## config.mk

```make
export PLATFORM = sky130hd
export DESIGN_NAME = stepper_index_calibrating_driver
export DESIGN_NICKNAME = d
export VERILOG_FILES = /design/src/rtl/sicd_pkg.sv /design/src/rtl/sicd_rem.sv /design/src/rtl/stepper_index_calibrating_driver.sv
export SDC_FILE = /design/constraint.sdc
export NUM_CORES = 1
export LEC_CHECK = 0
export ABC_AREA = 1
export BUFFER_PORTS_ARGS = -buffer_cell sky130_fd_sc_hd__buf_2
export CORE_AREA = 10 10 201 203
export DETAILED_ROUTE_END_ITERATION = 8
export DIE_AREA = 0 0 211 213
export GPL_ROUTABILITY_DRIVEN = 0
export HOLD_SLACK_MARGIN = 0.05
export PLACE_DENSITY = 0.69
export RECOVER_POWER = 50
export SKIP_LAST_GASP = 1
export SLEW_MARGIN = 20
export SYNTH_ARGS = -nofsm -noshare
export SYNTH_HDL_FRONTEND = slang
export SYNTH_SLANG_ARGS = --single-unit
```

## constraint.sdc

```tcl
create_clock -name clock -period 8.36 [get_ports clock]
set_input_delay 2.09 -clock clock [delete_from_list [all_inputs] [get_ports clock]]
set_output_delay 2.09 -clock clock [all_outputs]
set_load 0.005 [all_outputs]
```

## src/rtl/sicd_pkg.sv

```systemverilog
`default_nettype none

package sicd_pkg;

   localparam int POS_W   = 12;
   localparam int DROP_W  = 9;
   localparam int CMD_W   = 3;
   localparam int COUNT_W = 13;
   localparam int PCNT_W  = 13;
   localparam int PTOT_W  = 14;
   localparam int PIDX_W  = 2;
   localparam int COIL_W  = 4;
   localparam int REM_CNT_W = $clog2(POS_W + 1);

   localparam logic [POS_W-1:0]  DEFAULT_REV_STEPS = POS_W'(512);
   localparam logic [POS_W-1:0]  MAX_REV_STEPS     = POS_W'(4095);
   localparam logic [DROP_W-1:0] DEFAULT_DROP_STEPS = DROP_W'(512 / 8);

   // Reciprocals for the divisions by 12 and by 13.
   localparam logic [9:0]  RECIP_3  = 10'd683;   // (x * 683) >> 11 == x / 3 for x < 1024
   localparam logic [12:0] RECIP_13 = 13'd5042;  // (x * 5042) >> 16 == x / 13 for x < 4096

   localparam logic [CMD_W-1:0] FN_TICK      = 3'd0;
   localparam logic [CMD_W-1:0] FN_ROTATE    = 3'd1;
   localparam logic [CMD_W-1:0] FN_CALIBRATE = 3'd2;
   localparam logic [CMD_W-1:0] FN_DISPENSE  = 3'd3;
   localparam logic [CMD_W-1:0] FN_REALIGN   = 3'd4;

   typedef enum logic [8:0] {
      PH_IDLE       = 9'b000000001,
      PH_ROTATE     = 9'b000000010,
      PH_CAL_HIGH   = 9'b000000100,
      PH_CAL_LOW    = 9'b000001000,
      PH_CAL_TRIM   = 9'b000010000,
      PH_DROP       = 9'b000100000,
      PH_RA_BACK    = 9'b001000000,
      PH_RA_FWD     = 9'b010000000,
      PH_RA_RESTORE = 9'b100000000
   } phase_type;

   typedef struct packed {
      logic busy;
      logic done;
   } rem_stat_type;

   function automatic logic [COIL_W-1:0] coil_of(input logic [2:0] idx);
      logic [COIL_W-1:0] pat;
      case (idx)
         3'd0: pat = 4'h1;
         3'd1: pat = 4'h3;
         3'd2: pat = 4'h2;
         3'd3: pat = 4'h6;
         3'd4: pat = 4'h4;
         3'd5: pat = 4'hC;
         3'd6: pat = 4'h8;
         3'd7: pat = 4'h9;
         default: pat = 4'h0;
      endcase
      return pat;
   endfunction

endpackage

`default_nettype wire

```

## src/rtl/sicd_rem.sv

```systemverilog
`default_nettype none

module sicd_rem (
   input  wire logic                        clock,
   input  wire logic                        reset,
   input  wire logic                        start,
   input  wire logic [sicd_pkg::POS_W-1:0]  num,
   input  wire logic [sicd_pkg::POS_W-1:0]  den,
   output      sicd_pkg::rem_stat_type      stat,
   output      logic [sicd_pkg::POS_W-1:0]  rem_next
);
   import sicd_pkg::*;

   logic [POS_W-1:0]     rem_ff, rem_in;
   logic [POS_W-1:0]     num_ff, num_in;
   logic [POS_W-1:0]     den_ff, den_in;
   logic [REM_CNT_W-1:0] cnt_ff, cnt_in;
   logic [POS_W:0]       trial;
   logic                 fits;

   // Restoring remainder, one dividend bit per cycle, most significant first.
   assign trial    = {rem_ff, num_ff[POS_W-1]};
   assign fits     = trial >= {1'b0, den_ff};
   assign rem_next = fits ? POS_W'(trial - {1'b0, den_ff}) : trial[POS_W-1:0];

   assign stat.busy = cnt_ff != '0;
   assign stat.done = cnt_ff == REM_CNT_W'(1);

   always_comb begin
      rem_in = rem_ff;
      num_in = num_ff;
      den_in = den_ff;
      cnt_in = cnt_ff;
      if (start) begin
         rem_in = '0;
         num_in = num;
         den_in = den;
         cnt_in = REM_CNT_W'(POS_W);
      end else if (stat.busy) begin
         rem_in = rem_next;
         num_in = {num_ff[POS_W-2:0], 1'b0};
         cnt_in = cnt_ff - REM_CNT_W'(1);
      end
   end

   always_ff @(posedge clock) begin
      if (reset) begin
         cnt_ff <= '0;
      end else begin
         cnt_ff <= cnt_in;
      end
   end

   always_ff @(posedge clock) begin
      rem_ff <= rem_in;
      num_ff <= num_in;
      den_ff <= den_in;
   end

endmodule

`default_nettype wire

```

## src/rtl/stepper_index_calibrating_driver.sv

```systemverilog
`default_nettype none

// Half-step stepper driver with index calibration. Each accepted item is one step tick
// and produces exactly one result item holding the coil drive, position and status after
// that tick; at most one motor step is made per tick. Items are normally taken at one per
// clock cycle, the result register being refilled while the previous result is taken.
// The exception is the span after the tick that ends a calibration measurement and after
// the tick that ends a realign: a bit-serial remainder unit then reduces the position
// modulo the revolution length, and no item is accepted until it finishes.

module stepper_index_calibrating_driver (
   input  wire logic                          clock,
   input  wire logic                          reset,
   input  wire logic                          req_valid,
   output      logic                          req_ready,
   input  wire logic [sicd_pkg::CMD_W-1:0]    req_func,
   input  wire logic signed [sicd_pkg::COUNT_W-1:0] req_step_count,
   input  wire logic                          req_sensor_level,
   input  wire logic [sicd_pkg::POS_W-1:0]    req_saved_step,
   output      logic                          rsp_valid,
   input  wire logic                          rsp_ready,
   output      logic [sicd_pkg::COIL_W-1:0]   rsp_coil_pattern,
   output      logic [sicd_pkg::POS_W-1:0]    rsp_position,
   output      logic                          rsp_busy_res,
   output      logic                          rsp_calibrated,
   output      logic [sicd_pkg::POS_W-1:0]    rsp_revolution_steps,
   output      logic [sicd_pkg::DROP_W-1:0]   rsp_drop_steps
);
   import sicd_pkg::*;

   phase_type          phase_ff, phase_in;
   logic [POS_W-1:0]   pos_ff, pos_in;
   logic [POS_W-1:0]   posm_ff, posm_in;
   logic [POS_W-1:0]   rev_ff, rev_in;
   logic [DROP_W-1:0]  drop_ff, drop_in;
   logic               cal_ff, cal_in;
   logic [POS_W-1:0]   left_ff, left_in;
   logic               back_ff, back_in;
   logic [PIDX_W-1:0]  pidx_ff, pidx_in;
   logic [PCNT_W-1:0]  pcnt_ff, pcnt_in;
   logic [PTOT_W-1:0]  ptot_ff, ptot_in;
   logic [POS_W-1:0]   target_ff, target_in;
   logic               pend_ff, pend_in;
   logic [COIL_W-1:0]  coil_ff, coil_in;
   logic               rsp_valid_ff;

   logic               accept;
   logic               rem_start;
   rem_stat_type       rem_stat;
   logic [POS_W-1:0]   rem_val;

   logic [POS_W-1:0]   fwd_pos;
   logic [POS_W-1:0]   bwd_pos;
   logic               step_en;
   logic               step_back;
   logic [POS_W-1:0]   step_pos;
   logic               seg_done;
   logic [COUNT_W-1:0] count_raw;
   logic [COUNT_W-1:0] count_mag;
   logic [PTOT_W:0]    tot_sum;
   logic [PTOT_W-1:0]  tot_half;
   logic [POS_W-1:0]   new_rev;
   logic [POS_W+12:0]  rev13_prod;
   logic [19:0]        rev12_prod;

   assign accept    = req_valid && req_ready;
   assign req_ready = !rem_stat.busy && (!rsp_valid_ff || rsp_ready);
   assign rsp_valid = rsp_valid_ff;

   // The stepping position is always below the revolution length here.
   assign fwd_pos  = (posm_ff + POS_W'(1) == rev_ff) ? '0 : posm_ff + POS_W'(1);
   assign bwd_pos  = (posm_ff == '0) ? rev_ff - POS_W'(1) : posm_ff - POS_W'(1);
   assign step_pos = step_back ? bwd_pos : fwd_pos;

   assign count_raw  = req_step_count;
   assign count_mag  = count_raw[COUNT_W-1] ? COUNT_W'(0) - count_raw : count_raw;

   assign rev12_prod = {10'd0, rev_ff[POS_W-1:2]} * {10'd0, RECIP_3};

   always_comb begin
      phase_in  = phase_ff;
      pos_in    = pos_ff;
      posm_in   = posm_ff;
      rev_in    = rev_ff;
      drop_in   = drop_ff;
      cal_in    = cal_ff;
      left_in   = left_ff;
      back_in   = back_ff;
      pidx_in   = pidx_ff;
      pcnt_in   = pcnt_ff;
      ptot_in   = ptot_ff;
      target_in = target_ff;
      pend_in   = pend_ff;
      coil_in   = coil_ff;
      step_en   = 1'b0;
      step_back = 1'b0;
      seg_done  = 1'b0;
      rem_start = 1'b0;
      tot_sum   = {1'b0, ptot_ff};
      tot_half  = '0;
      new_rev   = rev_ff;
      rev13_prod = '0;

      if (phase_ff == PH_IDLE) begin
         case (req_func)
            FN_TICK: begin
            end
            FN_ROTATE: begin
               if (count_raw != '0) begin
                  back_in  = count_raw[COUNT_W-1];
                  left_in  = count_mag[COUNT_W-1] ? MAX_REV_STEPS : count_mag[POS_W-1:0];
                  phase_in = PH_ROTATE;
               end
            end
            FN_CALIBRATE: begin
               pend_in  = 1'b0;
               pidx_in  = '0;
               pcnt_in  = '0;
               ptot_in  = '0;
               back_in  = 1'b0;
               phase_in = PH_CAL_HIGH;
            end
            FN_DISPENSE: begin
               if (cal_ff) begin
                  pend_in  = 1'b0;
                  back_in  = 1'b0;
                  left_in  = {{(POS_W-DROP_W){1'b0}}, drop_ff};
                  phase_in = PH_DROP;
               end else begin
                  pend_in  = 1'b1;
                  pidx_in  = '0;
                  pcnt_in  = '0;
                  ptot_in  = '0;
                  back_in  = 1'b0;
                  phase_in = PH_CAL_HIGH;
               end
            end
            FN_REALIGN: begin
               if (cal_ff) begin
                  target_in = req_saved_step;
                  phase_in  = PH_RA_BACK;
               end
            end
            default: begin
            end
         endcase
      end

      case (phase_in)
         PH_ROTATE, PH_CAL_TRIM, PH_DROP, PH_RA_FWD, PH_RA_RESTORE: begin
            if (left_in != '0) begin
               step_en   = 1'b1;
               step_back = back_in;
               left_in   = left_in - POS_W'(1);
               seg_done  = left_in == '0;
            end else begin
               seg_done = 1'b1;
            end
         end
         PH_CAL_HIGH: begin
            if (req_sensor_level) begin
               step_en = 1'b1;
               if (pcnt_in != '1) begin
                  pcnt_in = pcnt_in + PCNT_W'(1);
               end
            end else begin
               phase_in = PH_CAL_LOW;
            end
         end
         PH_CAL_LOW: begin
            if (!req_sensor_level) begin
               step_en = 1'b1;
               if (pcnt_in != '1) begin
                  pcnt_in = pcnt_in + PCNT_W'(1);
               end
            end else begin
               if (pidx_in != '0) begin
                  tot_sum = {1'b0, ptot_in} + (PTOT_W+1)'(pcnt_in);
                  ptot_in = tot_sum[PTOT_W] ? '1 : tot_sum[PTOT_W-1:0];
               end
               if (pidx_in[1]) begin
                  // Average of the two kept passes, clamped to a usable length.
                  tot_half = ptot_in >> 1;
                  if (tot_half > PTOT_W'(MAX_REV_STEPS)) begin
                     new_rev = MAX_REV_STEPS;
                  end else if (tot_half == '0) begin
                     new_rev = POS_W'(1);
                  end else begin
                     new_rev = tot_half[POS_W-1:0];
                  end
                  rev13_prod = {13'd0, new_rev} * {12'd0, RECIP_13};
                  rev_in    = new_rev;
                  drop_in   = new_rev[POS_W-1:3];
                  cal_in    = 1'b1;
                  back_in   = 1'b0;
                  left_in   = {3'd0, rev13_prod[POS_W+12:16]};
                  phase_in  = PH_CAL_TRIM;
                  rem_start = 1'b1;
               end else begin
                  pidx_in  = pidx_in + PIDX_W'(1);
                  pcnt_in  = '0;
                  phase_in = PH_CAL_HIGH;
               end
            end
         end
         PH_RA_BACK: begin
            if (req_sensor_level) begin
               step_en   = 1'b1;
               step_back = 1'b1;
            end else begin
               back_in  = 1'b0;
               left_in  = {3'd0, rev12_prod[19:11]};
               phase_in = PH_RA_FWD;
            end
         end
         default: begin
         end
      endcase

      if (step_en) begin
         pos_in  = step_pos;
         posm_in = step_pos;
         coil_in = coil_of(step_pos[2:0]);
      end

      if (seg_done) begin
         case (phase_in)
            PH_CAL_TRIM: begin
               pos_in  = '0;
               posm_in = '0;
               if (pend_in) begin
                  pend_in  = 1'b0;
                  back_in  = 1'b0;
                  left_in  = {{(POS_W-DROP_W){1'b0}}, drop_in};
                  phase_in = PH_DROP;
               end else begin
                  phase_in = PH_IDLE;
               end
            end
            PH_RA_FWD: begin
               left_in  = target_in;
               back_in  = 1'b0;
               phase_in = PH_RA_RESTORE;
            end
            PH_RA_RESTORE: begin
               // The restored position may lie beyond the revolution length.
               pos_in    = target_in;
               phase_in  = PH_IDLE;
               rem_start = 1'b1;
            end
            default: begin
               phase_in = PH_IDLE;
            end
         endcase
      end
   end

   sicd_rem u_rem (
      .clock    (clock),
      .reset    (reset),
      .start    (accept && rem_start),
      .num      (pos_in),
      .den      (rev_in),
      .stat     (rem_stat),
      .rem_next (rem_val)
   );

   always_ff @(posedge clock) begin
      if (reset) begin
         phase_ff     <= PH_IDLE;
         pos_ff       <= '0;
         posm_ff      <= '0;
         rev_ff       <= DEFAULT_REV_STEPS;
         drop_ff      <= DEFAULT_DROP_STEPS;
         cal_ff       <= 1'b0;
         left_ff      <= '0;
         back_ff      <= 1'b0;
         pidx_ff      <= '0;
         pcnt_ff      <= '0;
         ptot_ff      <= '0;
         target_ff    <= '0;
         pend_ff      <= 1'b0;
         coil_ff      <= '0;
         rsp_valid_ff <= 1'b0;
      end else begin
         if (accept) begin
            phase_ff  <= phase_in;
            pos_ff    <= pos_in;
            rev_ff    <= rev_in;
            drop_ff   <= drop_in;
            cal_ff    <= cal_in;
            left_ff   <= left_in;
            back_ff   <= back_in;
            pidx_ff   <= pidx_in;
            pcnt_ff   <= pcnt_in;
            ptot_ff   <= ptot_in;
            target_ff <= target_in;
            pend_ff   <= pend_in;
            coil_ff   <= coil_in;
         end
         if (rem_stat.done) begin
            posm_ff <= rem_val;
         end else if (accept) begin
            posm_ff <= posm_in;
         end
         if (accept) begin
            rsp_valid_ff <= 1'b1;
         end else if (rsp_ready) begin
            rsp_valid_ff <= 1'b0;
         end
      end
   end

   always_ff @(posedge clock) begin
      if (accept) begin
         rsp_coil_pattern     <= coil_in;
         rsp_position         <= pos_in;
         rsp_busy_res         <= phase_in != PH_IDLE;
         rsp_calibrated       <= cal_in;
         rsp_revolution_steps <= rev_in;
         rsp_drop_steps       <= drop_in;
      end
   end

endmodule

`default_nettype wire
```

## After elaboration in Yosys (flattened, before gate mapping)

Memory sizes are Yosys's and may differ from the RTL's.
Cells that the tools add are included.

- Add/subtract/negate cells: 10
- Multiply operators: 2
- Divide/modulo/power cells: 0
- Magnitude comparators: 2
- Eq/ne operators: 20
- Shifts and indexed selects: 0
- Mux-type cells: 114
- Bitwise gates (word level): 0
- Reduce and logical (&&, ||, !) cells: 20

Operators by type and width:

| operator | count |
|---|---|
| 12-bit two-way mux | 34 |
| 14-bit two-way mux | 8 |
| 13-bit two-way mux | 7 |
| 9-bit two-way mux | 10 |
| 12-bit one-hot mux with 2 select lines | 3 |
| 13-bit one-hot mux with 2 select lines | 2 |
| 12-bit one-hot mux with 3 select lines | 1 |
| 9-bit one-hot mux with 4 select lines | 1 |
| 12-bit by 1-bit subtractor with 12-bit output (second input constant) | 3 |
| 14-bit one-hot mux with 2 select lines | 1 |
| 1-bit two-way mux | 27 |
| 9-bit one-hot mux with 3 select lines | 1 |
| 12-bit zero test | 2 |
| 12-bit by 12-bit multiplier with 24-bit output (second input constant) | 1 |
| 10-bit by 10-bit multiplier with 20-bit output (second input constant) | 1 |
| 9-bit by 5-bit equality test with 1-bit output (second input constant) | 2 |
| 9-bit by 8-bit equality test with 1-bit output (second input constant) | 2 |
| 9-bit equality test (second input constant) | 2 |
| 9-bit one-hot mux with 2 select lines | 1 |
| 14-bit by 13-bit adder with 15-bit output | 1 |
| 14-bit zero test | 1 |
| 13-bit by 1-bit adder with 13-bit output (second input constant) | 1 |
| 13-bit by 12-bit greater-or-equal comparator with 1-bit output | 1 |
| 13-bit by 12-bit greater-than comparator with 1-bit output (second input constant) | 1 |
| 34 further kinds | 54 |

- Register bits after elaboration: 194
- Latch bits: 0
- Bits in writable memories: 0
- Bits in read-only memories: 32
- Output and inout port bits: 41
- Logic and storage cells: 195
- Memories: 1

Memories:

| name | words | bits a word | rd ports | clocked after Yosys merged registers in | write ports | line | RTL |
|---|---|---|---|---|---|---|---|
| (no name shown) | 8 | 4 | 1 | 0 | 0 | sicd_pkg.sv:48 | `case (idx)` |

## Depth between registers and ports, before layout

- Depth after elaboration: 21
- Depth in mapped cells: 47
- Gate-level depth less buffers: 45

## Cells and area by module

A second synthesis with hierarchy kept.

- Cell total of the unflattened synthesis: 2505
- Area total of the unflattened synthesis: 18137.4 µm²

By module, submodules not included:

| module | times used | cells each | area each (µm²) | sequential area each (µm²) |
|---|---|---|---|---|
| stepper_index_calibrating_driver | 1 | 2168 | 15578.7 | 3473.3 |
| sicd_rem | 1 | 337 | 2558.7 | 1041.0 |

## Worst setup path after synthesis

No wires, ideal clock.

- Path kind: input to register
- Start point: input port req_func[2] (netlist bit)
- End point: register left_ff[7]
- Arrival: 8.874 ns
- Data required time: 8.241 ns
- Slack: -0.633 ns
- Stages: 41
- Buffers on the path: 3
- Path through: inv_1 nand2_1 nor2_1 nand3_2 buf_4 buf_6 clkbuf_1 nand2_1 inv_1 ha_1 a21o_1 a221o_1 o21ai_0 inv_1 nand3_1 nand2_1 nor2_2 inv_1 [5 not listed] fa_1 inv_1 fa_1 inv_1 fa_1 inv_1 ha_1 nand2_1 nor3_1 a211oi_1 o221ai_1 nor2_1 o21ai_1 or2_1 nand3_1 nand4_1 o21ai_1 a21oi_1

- Longest elaborated chain between the ends: 21
- Elaborated cells between the ends (all ways): 64
- Classes of those cells: add/sub: 2; mul: 1; order compare: 1; eq/ne: 14; mux: 41; reduce/logical: 5

RTL lines:

| item | line | RTL |
|---|---|---|
| start: declaration | stepper_index_calibrating_driver.sv:16 | `input wire logic [sicd_pkg::CMD_W-1:0] req_func,` |
| branches (longest 20 deep; another with 14-bit by 13-bit adder with 15-bit output) | -- |  |
| 12-bit two-way mux * | stepper_index_calibrating_driver.sv:226 | `if (seg_done) begin` |
| end signal: assignment | stepper_index_calibrating_driver.sv:292 | `left_ff <= left_in;` |
| end: declaration | stepper_index_calibrating_driver.sv:37 | `logic [POS_W-1:0] left_ff, left_in;` |

Mark *: on every way between the ends. The select of a mux whose other input is x is not followed.
A chain may end at the register's enable or synchronous reset.

## Final worst setup path

- Start point: input port req_func[2] (netlist bit)
- End point: register left_ff[4]

The elaborated chain is that of the path after synthesis.

==> run_results.csv <==
group,metric,value,unit
sta,setup_viol,0,
synth,ys_ff_latch,194,
clocking,path_clk_slew,80,ps
clocking,clock_path_buffers,2,
pwr,p_clk_share,14.7,%
critical_path,rrSetupSlack,940,ps
finish,finalNetCount,3023,
synth,synth.largest_area_cell,"dfxtp_1",
clocking,clock-root-buffer,"clkbuf_16",
synth,ys_seq_area_share,25.2,%
routing,detail-route-antenna-nets,0,
grt,antenna_found_initial,1,
sta,final-hold-violation-count,0,
routing,wirelength,58.0,mm
finish,regMostFlops,"ptot_ff",
synth,synth-async-reset-ratio,0,%
hold_path,hp-start,"phase_ff[6]",
synth,synth.top_cell.area_share,14.7,%
synth,synth_edf_count,63,
grt,grt-ovfl-total,0,
grt,grt_pass1_wl,90.2,mm
finish,final_util,58.7,%
synth,syn-num-nets,2815,
routing,vias,18200,
flow_run,drv_cap,1,
clocking,insertion_delay,480,ps
grt,track_usage,25.1,%
routing,firstDrtPassIters,6,
critical_path,worstSetupPathType,"input port to flip-flop",
critical_path,cp-startpoint,"req_func[2]",
die,num_io_pins,74,
die,die_y,213,um
synth,yosysWarningCount,0,
sta,worst_pin_slew,4050,ps
die,die_x,211,um
pwr,pwr-share-seq,25.1,%
synth,synth_ff_type,"dfxtp_1",
sta,period_share,98.7,%
hold_path,whs_endpoint,"phase_ff[6]",
sta,fin_crit,8250,ps
die,rows,70,
synth,syn_area,17900,um^2
pwr,vdd_drop_max,0.186,mV
grt,grt_max_degree,92,
placement,port_buffers,73,
pwr,switchingPower,2910,uW
pwr,p_leak,0.0106,uW
finish,largest_register_ffs,14,
clocking,postCtsHoldBufs,0,
critical_path,crit_slowest_cell,"fa_1",
sta,fin_skew,23.4,ps
critical_path,crit_arrival,8630,ps
sta,max_freq,121,MHz
synth,synth_most_common_cell,"nand2_1",
routing,viasPerCell,5.61,
critical_path,rr_endpoint,"left_ff[4]",
pwr,finalPower,5820,uW
critical_path,r2r_cells,42,
critical_path,reg2reg_from,"phase_ff[8]",
routing,drt-initial-drc-count,1748,
pwr,internal-power,2920,uW
routing,drc,0,
clocking,ctsHtreeMaxLevel,4,
die,start_util,49.3,%
pwr,swShare,49.9,%
sta,rsz0062_at_grt,"yes",
die,dieArea,44900,um^2
clocking,cts_tree,"done",
critical_path,crit_path_frequent_cell,"nand2_1",
outcome,status,"finished with violations",
die,coreArea,36300,um^2
synth,yosys-top-cells-count,"nand2_1, inv_1, nor2_1",
hold_path,min_path_cells,2,
synth,syn_inst,2551,
pwr,power_density,274,nW/um^2
critical_path,end_kind,"flip-flop",
finish,drive_gt1_share,17.5,%
sta,max_slew_margin,-170,%
sta,slew_viol_final,92,
clocking,numCtsBuffers,17,
critical_path,slowest_delay,510,ps
finish,reg.largest.list,"ptot_ff (14), pcnt_ff (13)",
routing,wl_per_cell,17.9,um
pwr,p_comb_share,60.2,%
placement,dp_hpwl,45.2,mm
grt,grt_pass1_vias,17400,
synth,yosys-top-cells-area,"dfxtp_1, nand2_1, ha_1",
critical_path,start_kind,"input port",
hold_path,hold_path.class,"flip-flop to flip-flop",
synth,avgSynthCellArea,7.01,um^2
synth,yosysUniqueCellTypes,68,
outcome,violations,"capacitance limit, slew limit",
clocking,cts.sinks,194,
finish,syn_to_final_growth,19.0,%
critical_path,cp_data_required_time,8740,ps
critical_path,crit_fanout,6,
[logic make-up (layout without fill, tap and decap cells)]
logic type                 Yosys count  after routing  synth area share, %
other                                0              1                    0
DFF                                194            194                 25.2
adders and majority gates          231            231                 18.8
muxes                                3              3                0.168
and+or+nand+nor                   1008           1008                 24.4
AOI/OAI and AO/OA                  511            511                 16.6
buffers and inverters              543            764                 11.8
xor gates and xnor gates            61             61                 3.03
[worst max path at each step]
| stage | to | slack (ps) | cells after the start |
|---|---|---|---|
| floorplan | left_ff[7] | -140 | 41 |
| global placement | left_ff[7] | -380 | 41 |
| detailed placement | left_ff[7] | -560 | 41 |
| CTS | left_ff[7] | 2 | 40 |
| global route | left_ff[4] | -220 | 43 |
| finish | left_ff[4] | 110 | 43 |
[cell usage in the layout, fill, tap and decap left out, types with 11 or more instances in the layout]
cell type,count
nand2_1,549
inv_1,421
nor2_1,181
buf_4,171
o21ai_0,166
a21oi_1,150
ha_1,143
dfxtp_1,131
nand3_1,90
edfxtp_1,63
fa_1,60
xor2_1,45
clkbuf_1,40
inv_2,37
nand2_2,36
nor3_1,35
o21ai_1,35
buf_2,33
nand4_1,24
ha_4,22
a31oi_1,19
o21ai_2,18
nor2_2,18
clkbuf_16,18
nor2_4,15
xnor2_1,15
a21oi_2,14
o211ai_1,14
o21a_1,13
a221oi_1,13
o21bai_1,12
nand2_4,11
[per-stage QoR]
step | TNS, ps | instance area, um^2 | cells | worst slack (ps) | hold WS (ps)
after CTS | 0 | 20600 | 3221 | 2.47 | 469
after global placement | -2380 | 20000 | 3188 | -382 | 453
final | 0 | 21300 | 3241 | 110 | 468
after floorplan | -139 | 18100 | 2551 | -139 | 442
after global routing | -856 | 21300 | 3241 | -215 | 483
after detailed placement | -3260 | 20000 | 3188 | -560 | 457
[routing by layer]
metal | vias up | global-route usage (%) | share of wire, %
met5 | - | 0 | 0
li1 | 8705 | - | -
met1 | 8512 | 29.9 | 40
met3 | 201 | 4.08 | 6.7
met2 | 752 | 42.3 | 48
met4 | 0 | 14.3 | 5.8
[power by group through the flow]
| stage | Clock, uW | Combinational, uW | Sequential [uW] |
|---|---|---|---|
| after floorplan | 0 | 2550 | 1440 |
| after global placement | 0 | 3270 | 1470 |
| after detailed placement | 0 | 3380 | 1480 |
| after CTS | 864 | 3400 | 1460 |
| after global routing | 904 | 3930 | 1490 |
| final | 854 | 3510 | 1460 |
[layout make-up]
type,count,area [um^2]
fillers,3323,15000
multi-input cells,1814,11900
flip-flops and latches,194,4510
repair buffers,260,1820
inverters,471,1810
well taps,468,586
clock buffers,17,425
clock inverters,15,186
repair inverters,1,8.76
diodes,1,2.50
[what timing repair did]
item / in CTS / in global routing
pin swaps: 1 / 59
gates resized for setup: 5 / 133
endpoints found under the setup margin: 1 / 9
setup buffers: 1 / 19
cloned: 0 / 2
[critical path: cells and delay by family]
kind / cells / cell delay [ps]
buffers and inverters: 12 / 1190
and+or+nand+nor: 18 / 1800
AOI/OAI and AO/OA: 6 / 980
adders and majority gates: 7 / 2590
No activity file was read; power rests on OpenSTA's default activity.
